<file path="src/sv/npcs_pkg.sv">
// Package for the nearest palette colour search block.
// Holds the action codes, register indexes, state and tag types and fixed constants.
// Depends on nothing; every other file of the block refers to it by scoped names.
package npcs_pkg;

    // Action carried by an input beat.
    typedef enum logic [1:0] {
        ACT_WRITE_COLOR = 2'd0,
        ACT_WRITE_FLAG  = 2'd1,
        ACT_QUERY       = 2'd2
    } action_t;

    // Configuration register indexes.
    localparam logic [1:0] CFG_ENTRY_COUNT  = 2'd0;
    localparam logic [1:0] CFG_USE_BEDROCK  = 2'd1;
    localparam logic [1:0] CFG_FLAT_ONLY    = 2'd2;
    localparam logic [1:0] CFG_COLOR_FILTER = 2'd3;

    // Colour filter codes. The unused code behaves as no filter.
    localparam logic [1:0] FILTER_GRAY  = 2'd1;
    localparam logic [1:0] FILTER_FIXED = 2'd2;

    // The two entries kept by the fixed filter (black and white).
    localparam int FIXED_ENTRY_A = 7;
    localparam int FIXED_ENTRY_B = 28;

    // Field widths of the beats.
    localparam int COLOR_W  = 24;
    localparam int CODE_W   = 8;
    localparam int CFG_W    = 7;

    // Redmean distance scaled by 512: (1024+s)*dr^2 + 2048*dg^2 + (1534-s)*db^2.
    localparam int SQ_W     = 16;
    localparam int WEIGHT_W = 11;
    localparam int PROD_W   = 27;
    localparam int DIST_W   = 29;
    localparam logic [WEIGHT_W-1:0] RED_BASE  = 11'd1024;
    localparam logic [WEIGHT_W-1:0] BLUE_BASE = 11'd1534;
    localparam int GREEN_SHIFT = 11;

    // Sequencer states.
    typedef enum logic [1:0] {
        ST_IDLE,
        ST_SCAN,
        ST_DRAIN,
        ST_FINISH
    } state_t;

    // Tag that travels with each candidate through the distance pipeline.
    typedef struct packed {
        logic              valid;
        logic              qual;
        logic              gray_chk;
        logic [CODE_W-1:0] code;
    } cand_tag_t;

endpackage

</file>
<file path="src/sv/npcs_dist_pipe.sv">
// Redmean distance pipeline: squares, weighting, then the sum, one register each.
// Depends on npcs_pkg for widths, weights and the candidate tag type.
module npcs_dist_pipe (
    input  logic                         aclk,
    input  logic                         aresetn,
    input  logic [7:0]                   pix_red,
    input  logic [7:0]                   pix_green,
    input  logic [7:0]                   pix_blue,
    input  logic [npcs_pkg::COLOR_W-1:0] cand_word,
    input  logic [npcs_pkg::COLOR_W-1:0] gray_word,
    input  npcs_pkg::cand_tag_t          tag_in,
    output npcs_pkg::cand_tag_t          tag_out,
    output logic [npcs_pkg::DIST_W-1:0]  cand_dist,
    output logic                         busy
);

    logic [7:0] cand_r, cand_g, cand_b;
    logic [7:0] diff_r, diff_g, diff_b;
    logic       gray_ok;

    npcs_pkg::cand_tag_t tag2_reg, tag3_reg, tag4_reg;
    npcs_pkg::cand_tag_t tag2_next;

    logic [npcs_pkg::SQ_W-1:0]     sq_r_reg, sq_g_reg, sq_b_reg;
    logic [8:0]                    sum_reg;
    logic [npcs_pkg::WEIGHT_W-1:0] weight_r, weight_b;
    logic [npcs_pkg::PROD_W-1:0]   prod_r_reg, prod_g_reg, prod_b_reg;
    logic [npcs_pkg::DIST_W-1:0]   dist_reg;

    // Channel differences and the gray test on the second-edition shade-0 word.
    always_comb begin
        cand_r  = cand_word[23:16];
        cand_g  = cand_word[15:8];
        cand_b  = cand_word[7:0];
        diff_r  = (pix_red   > cand_r) ? pix_red   - cand_r : cand_r - pix_red;
        diff_g  = (pix_green > cand_g) ? pix_green - cand_g : cand_g - pix_green;
        diff_b  = (pix_blue  > cand_b) ? pix_blue  - cand_b : cand_b - pix_blue;
        gray_ok = (gray_word[23:16] == gray_word[15:8]) && (gray_word[15:8] == gray_word[7:0]);
        tag2_next      = tag_in;
        tag2_next.qual = tag_in.qual && (!tag_in.gray_chk || gray_ok);
    end

    // Weights depend on the red sum.
    assign weight_r = npcs_pkg::RED_BASE  + {2'b00, sum_reg};
    assign weight_b = npcs_pkg::BLUE_BASE - {2'b00, sum_reg};

    // Tag valid bits through the stages.
    always_ff @(posedge aclk) begin
        if (!aresetn) begin
            tag2_reg <= '0;
            tag3_reg <= '0;
            tag4_reg <= '0;
        end else begin
            tag2_reg <= tag2_next;
            tag3_reg <= tag2_reg;
            tag4_reg <= tag3_reg;
        end
    end

    // Data path: squares, then weighted products, then the total.
    always_ff @(posedge aclk) begin
        sq_r_reg   <= npcs_pkg::SQ_W'(diff_r) * npcs_pkg::SQ_W'(diff_r);
        sq_g_reg   <= npcs_pkg::SQ_W'(diff_g) * npcs_pkg::SQ_W'(diff_g);
        sq_b_reg   <= npcs_pkg::SQ_W'(diff_b) * npcs_pkg::SQ_W'(diff_b);
        sum_reg    <= {1'b0, pix_red} + {1'b0, cand_r};
        prod_r_reg <= npcs_pkg::PROD_W'(weight_r) * npcs_pkg::PROD_W'(sq_r_reg);
        prod_b_reg <= npcs_pkg::PROD_W'(weight_b) * npcs_pkg::PROD_W'(sq_b_reg);
        prod_g_reg <= npcs_pkg::PROD_W'(sq_g_reg) << npcs_pkg::GREEN_SHIFT;
        dist_reg   <= npcs_pkg::DIST_W'(prod_r_reg) + npcs_pkg::DIST_W'(prod_g_reg)
                    + npcs_pkg::DIST_W'(prod_b_reg);
    end

    assign tag_out   = tag4_reg;
    assign cand_dist = dist_reg;
    assign busy      = tag2_reg.valid || tag3_reg.valid || tag4_reg.valid;

endmodule

</file>
<file path="config.mk">
export PLATFORM = sky130hd
export DESIGN_NAME = npcs_dist_pipe
export DESIGN_NICKNAME = d
export VERILOG_FILES = /design/src/sv/npcs_pkg.sv /design/src/sv/npcs_dist_pipe.sv
export SDC_FILE = /design/constraint.sdc
export NUM_CORES = 1
export LEC_CHECK = 0
export ABC_AREA = 1
export BUFFER_PORTS_ARGS = -buffer_cell sky130_fd_sc_hd__buf_2
export CAP_MARGIN = 5
export CORE_MARGIN = 4
export CORE_UTILIZATION = 65
export CTS_CLUSTER_DIAMETER = 60
export DETAILED_ROUTE_END_ITERATION = 12
export PLACE_DENSITY_LB_ADDON = 0.08
export SLEW_MARGIN = 20
export SYNTH_ARGS = -nofsm -noshare
export SYNTH_HDL_FRONTEND = slang
export SYNTH_SLANG_ARGS = --single-unit
</file>
<file path="constraint.sdc">
create_clock -name aclk -period 6.1 [get_ports aclk]
set_input_delay 0.915 -clock aclk [delete_from_list [all_inputs] [get_ports aclk]]
set_output_delay 0.915 -clock aclk [all_outputs]
set_load 0.05 [all_outputs]
</file>
==> results of run 1 <==
worst max-delay path, cell delays in order (launching register included):
cell and delay (ns):
dfxtp_1 0.38, ha_1 0.16, inv_1 0.05, nor2_1 0.14, inv_1 0.08, nor3_2 0.14, inv_1 0.10, nor2_2 0.17
nand2_4 0.14, inv_6 0.14, nor2_4 0.06, buf_4 0.17, nor2_1 0.14, fa_1 0.42, fa_1 0.51, fa_1 0.43
fa_1 0.49, inv_1 0.04, fa_1 0.47, inv_1 0.04, ha_1 0.35, a21oi_1 0.26, a21boi_1 0.24, o21ai_0 0.14
nand2_1 0.14, nand3_1 0.09, nand2_1 0.07, nand2_1 0.06
logic make-up after synthesis:
logic type	Yosys count	share of synthesized area (%)
AO/OA/AOI/OAI	248	5.58
buffers and inverters	854	12.9
AND/OR/NAND/NOR	1295	21.3
XOR/XNOR	122	4.21
flip-flops	184	14.5
adder cells (fa/ha/maj)	646	41.5
other	2	0.0296
worst paths after layout:
| check | startpoint | endpoint | slack (ns) | depth (start not counted) |
|---|---|---|---|---|
| max | sum_reg[0] | prod_b_reg[25] | 0.36 | 27 |
| min | sq_g_reg[12] | prod_g_reg[23] | 0.33 | 0 |
| max reg2reg | sum_reg[0] | prod_b_reg[25] | 0.36 | 27 |
| min reg2reg | sq_g_reg[12] | prod_g_reg[23] | 0.33 | 0 |
through the flow:
stage	cells	setup WS, ns	hold slack (ns)
2_1_floorplan	3364	0.417	0.310
4_1_cts	4006	0.181	0.330
3_3_place_gp	3974	0.151	0.310
3_5_place_dp	3974	-0.0594	0.313
5_1_grt	4006	-0.0101	0.337
6_report	4006	0.356	0.329
cell usage in the layout, fill, tap and decap left out, types with 3 or more instances in the layout:
cell type,count
a21boi_1,3
a21o_1,10
o21bai_1,14
o21a_1,4
clkbuf_16,17
o21ai_0,58
xnor2_1,38
nor3_1,17
clkinv_8,5
fa_1,325
a21boi_0,5
nand3_2,3
inv_6,4
inv_2,11
nand2_4,7
o2111ai_1,3
nor3_2,4
a21oi_1,129
o21ai_2,5
nand3_1,114
nand2_1,791
o21ai_1,4
dfxtp_1,184
nor2_4,5
nand2_2,21
buf_2,125
inv_8,3
nor2_1,259
or2_2,11
inv_1,775
xor2_1,84
nand4_1,37
conb_1,15
ha_1,319
buf_4,31
nor2_2,15
layout make-up:
cell class | count | area (um^2) | share of cell area, %
tap | 518 | 648 | 2.37
clock buffer | 19 | 453 | 1.66
timing repair buffer | 156 | 858 | 3.14
sequential | 184 | 3680 | 13.5
clock inverter | 13 | 180 | 0.660
inverter | 790 | 2980 | 10.9
multi-input combinational | 2326 | 18500 | 67.8
Yosys cell counts (all sizes together) (2+ instances only):
| library cell | count |
|---|---|
| nand2 | 820 |
| inv | 789 |
| fa | 325 |
| ha | 321 |
| nor2 | 279 |
| dfxtp | 184 |
| a21oi | 131 |
| nand3 | 117 |
| xor2 | 84 |
| o21ai | 67 |
| clkbuf | 40 |
| xnor2 | 38 |
| nand4 | 37 |
| buf | 24 |
| nor3 | 21 |
| o21bai | 16 |
| or2 | 12 |
| a21o | 10 |
| a21boi | 9 |
| o21a | 4 |
| nor4 | 3 |
| o2111ai | 3 |
| a221oi | 2 |
| a31oi | 2 |
| and2 | 2 |
| conb | 2 |
| o211ai | 2 |
| o31ai | 2 |
metal layers:
layer	global-route usage, %	up-vias	wire length, um
li1	-	10300	-
met1	37.6	9786	25000
met2	48.2	592	27600
met3	3.31	109	3100
met4	9.81	0	1790
met5	0	-	0
==> impl_metrics.py, run 1 <==
metrics = {
    "run_status": {
        "status": "finished clean",
    },
    "finish": {
        "fillCellCount": 3292,
        "areaGrowthSynthToFinish_pct": 7.65,
        "final_util_pct": 70.7,
        "num_antenna_cells": 0,
        "postLayoutCellArea_mm2": 0.0273,
        "fin_nets": 4206,
        "largest_reg_flops": 29,
        "drive_above_1_share_pct": 8.11,
    },
    "global_route": {
        "overflow": 0,
        "gr-usage-all-layers_pct": 28.3,
        "grt_start_max_net_pins": 39,
        "antenna_found_initial": 0,
        "first_global_vias": 21100,
        "grt_pass1_wl_mm": 97.9,
    },
    "drt": {
        "dr.pass1.iters": 8,
        "first_iter_violations": 1195,
        "wl_per_cell_um": 14.3,
        "wirelength_mm": 57.5,
        "viasPerCell": 5.18,
        "drc": 0,
        "vias": 20800,
        "ant_nets": 0,
    },
    "logic_synthesis": {
        "synth_area_leaders": "fa_1 26%, ha_1 16%, dfxtp_1 15%",
        "ys_ff_latch": 184,
        "yosys_warnings": 0,
        "synthesis.area_mm2": 0.0254,
        "yosys.area.top_type": "fa_1",
        "synth_cell_types": 53,
        "synth_ff_type": "dfxtp_1",
        "ys_seq_area_share_pct": 14.5,
        "synth_top_area_share_pct": 25.7,
        "synthArstFlopShare_pct": 0,
        "syn_avg_cell_area_um2": 7.57,
        "syn_inst": 3351,
        "synth_edf_count": 0,
    },
    "critical_path": {
        "worstPathArrival_ns": 6.08,
        "path_max_fanout": 10,
        "startpoint_type": "flip-flop",
        "required_ns": 6.43,
        "crit_type": "reg2reg",
        "endpoint_kind": "flip-flop",
    },
    "cts": {
        "ctsRootBufferMaster": "clkbuf_16",
        "cts_num_sinks": 184,
        "clockBufferDepth": 2,
        "cts_tree": "built",
        "clk_latency_ns": 0.46,
        "postCtsSetupRepairBufs": 0,
        "cts.htree.levels": 4,
        "cts_hold_buf": 0,
        "cts_buffers": 17,
        "ctsResizeCount": 0,
        "path_clk_slew_ns": 0.07,
    },
    "timing": {
        "final_hold_viol_count": 0,
        "tightest_slew_ns": 0.636,
        "fmax_ghz": 0.174,
        "fin_crit_ns": 5.74,
        "setup_tns_ns": 0,
        "drv_slew": 0,
        "clock_skew_ns": 0.0206,
        "fin_crit_sh_pct": 94.2,
        "finalSetupViolCount": 0,
        "relSlewSlack_pct": 57.5,
    },
    "floorplanning": {
        "dieHeight_um": 206,
        "num_rows": 72,
        "initial_core_util_pct": 65.6,
        "core_mm2": 0.0386,
        "dieArea_mm2": 0.0422,
        "die_w_um": 206,
        "ioPinCount": 126,
    },
    "placed_design": {
        "port_buffers": 125,
        "post-dp-hpwl_mm": 49.6,
        "gp_congestion": 0.969,
        "place_area_mm2": 0.0266,
    },
    "worst_hold_path": {
        "min_path_type": "reg2reg",
    },
    "job": {
        "drv_cap": 0,
    },
}
Power of run 1 is not shown: default switching activity piles up to over one toggle a cycle in this logic, so the estimate is an artifact.
==> inputs of run 2 (changes only) <==
--- a/config.mk
+++ b/config.mk
@@ -13,7 +13,8 @@
 export CTS_CLUSTER_DIAMETER = 60
 export DETAILED_ROUTE_END_ITERATION = 12
 export PLACE_DENSITY_LB_ADDON = 0.08
-export SLEW_MARGIN = 20
+export SKIP_CTS_REPAIR_TIMING = 1
+export SLEW_MARGIN = 10
 export SYNTH_ARGS = -nofsm -noshare
 export SYNTH_HDL_FRONTEND = slang
 export SYNTH_SLANG_ARGS = --single-unit
==> constraint.sdc (replaced) <==
create_clock -name aclk -period 6.2 [get_ports aclk]
set_input_delay 0.93 -clock aclk [delete_from_list [all_inputs] [get_ports aclk]]
set_output_delay 0.93 -clock aclk [all_outputs]
set_load 0.05 [all_outputs]
==> run 2 against run 1 <==
Net effect:
- first-iteration DRC count decreased by 8.1%
- worst setup slack improved by 0.019 ns
- cell area decreased by 0.16%
- hold slack got worse by 0.0051 ns
- final cell count unchanged
- clock skew decreased by 0.0024 ns
- flip-flop and latch count unchanged
- maximum frequency decreased by 1.4%
- routed wire length decreased by 0.14%
- global-route usage about the same
- sequential share of layout area about the same
==> impl_metrics.py, run 2 (synthesized netlist as in run 1, its figures left out) <==
metrics = {
    "run_status": {
        "status": "finished clean",
    },
    "critical_path": {
        "crit_slowest_cell": "fa_1",
        "crit_type": "reg2reg",
        "endpoint_kind": "flip-flop",
        "required_ns": 6.54,
        "rrSetupSlack_ns": 0.37,
        "path_max_fanout": 10,
        "startpoint_type": "flip-flop",
        "slowest_delay_ns": 0.53,
        "cpMostUsedCell": "inv_1",
        "worstPathArrival_ns": 6.17,
    },
    "floorplanning": {
        "dieArea_mm2": 0.0422,
        "num_rows": 72,
        "core_mm2": 0.0386,
        "dieHeight_um": 206,
        "initial_core_util_pct": 65.6,
        "ioPinCount": 126,
        "die_w_um": 206,
    },
    "drt": {
        "first_iter_violations": 1098,
        "ant_nets": 0,
        "vias": 20800,
        "dr.pass1.iters": 5,
        "viasPerCell": 5.19,
        "drc": 0,
        "wirelength_mm": 57.4,
        "wl_per_cell_um": 14.3,
    },
    "job": {
        "drv_cap": 0,
    },
    "timing": {
        "relSlewSlack_pct": 58.2,
        "final_hold_viol_count": 0,
        "fin_crit_sh_pct": 94.0,
        "fin_crit_ns": 5.83,
        "tightest_slew_ns": 0.626,
        "finalSetupViolCount": 0,
        "setup_slack_ns": 0.375,
        "drv_slew": 0,
        "clock_skew_ns": 0.0182,
        "fmax_ghz": 0.172,
        "rsz0062_at_grt": "false",
    },
    "placed_design": {
        "place_ws_ns": -0.0259,
        "place_area_mm2": 0.0266,
        "post-dp-hpwl_mm": 49.6,
        "gp_congestion": 0.957,
        "port_buffers": 125,
    },
    "cts": {
        "clockBufferDepth": 2,
        "ctsRootBufferMaster": "clkbuf_16",
        "cts_tree": "built",
        "cts_buffers": 17,
        "cts.htree.levels": 4,
        "path_clk_slew_ns": 0.07,
        "cts_num_sinks": 184,
        "clk_latency_ns": 0.45,
    },
    "global_route": {
        "overflow": 0,
        "first_global_vias": 21200,
        "grt_start_max_net_pins": 34,
        "gr-usage-all-layers_pct": 28.3,
        "antenna_found_initial": 0,
        "grt_pass1_wl_mm": 98.1,
    },
    "finish": {
        "layout_common_cells": "791 x nand2_1, 775 x inv_1, 325 x fa_1",
        "largest_reg_flops": 29,
        "final_util_pct": 70.5,
        "mostFrequentLayoutCell": "nand2_1",
        "num_antenna_cells": 0,
        "fillCellCount": 3271,
        "areaGrowthSynthToFinish_pct": 7.47,
        "postLayoutCellArea_mm2": 0.0273,
        "drive_above_1_share_pct": 7.88,
        "fin_nets": 4206,
    },
    "worst_hold_path": {
        "min_path_type": "reg2reg",
    },
}
==> run 2: area by class of cell <==
cell class	count	area (um^2)	area share [%]
repair buffers	156	858	3.15
inverters	790	2980	10.9
multi-input cells	2326	18500	67.8
clock inverters	14	183	0.670
flip-flops and latches	184	3680	13.5
well taps	518	648	2.38
clock buffers	18	429	1.57
==> run 2: routing by layer <==
| metal | GRT usage [%] | vias to the layer above | wire, um |
|---|---|---|---|
| met5 | 0 | - | 0 |
| li1 | - | 10300 | - |
| met1 | 37.4 | 9837 | 25200 |
| met3 | 3.34 | 117 | 2730 |
| met2 | 49.0 | 569 | 27900 |
| met4 | 8.35 | 0 | 1560 |
==> run 2: path summary, 6_finish.rpt <==
path                                   from              to  depth (start not counted)
worst min register to register  sq_g_reg[3]  prod_g_reg[14]                          0
worst max-delay path             sum_reg[0]  prod_b_reg[25]                         29
worst max register to register   sum_reg[0]  prod_b_reg[25]                         29
worst min-delay path            sq_g_reg[3]  prod_g_reg[14]                          0
==> run 2: critical path, delay by kind of cell, from the launching register on <==
kind	cells	cell delay, ns
adders and majority gates	7	2.99
and+or+nand+nor	12	1.32
buffers and inverters	8	0.66
DFF	1	0.39
AOI/OAI and AO/OA	2	0.33
==> run 2: metrics by stage <==
| step | hold WS [ns] | setup TNS (ns) | std cells |
|---|---|---|---|
| floorplan | 0.310 | 0 | 3364 |
| global placement | 0.314 | 0 | 3974 |
| detailed placement | 0.312 | -0.0259 | 3974 |
| CTS | 0.323 | 0 | 4006 |
| global route | 0.333 | 0 | 4006 |
| finish | 0.324 | 0 | 4006 |
Power of run 2 is left out for the same reason.
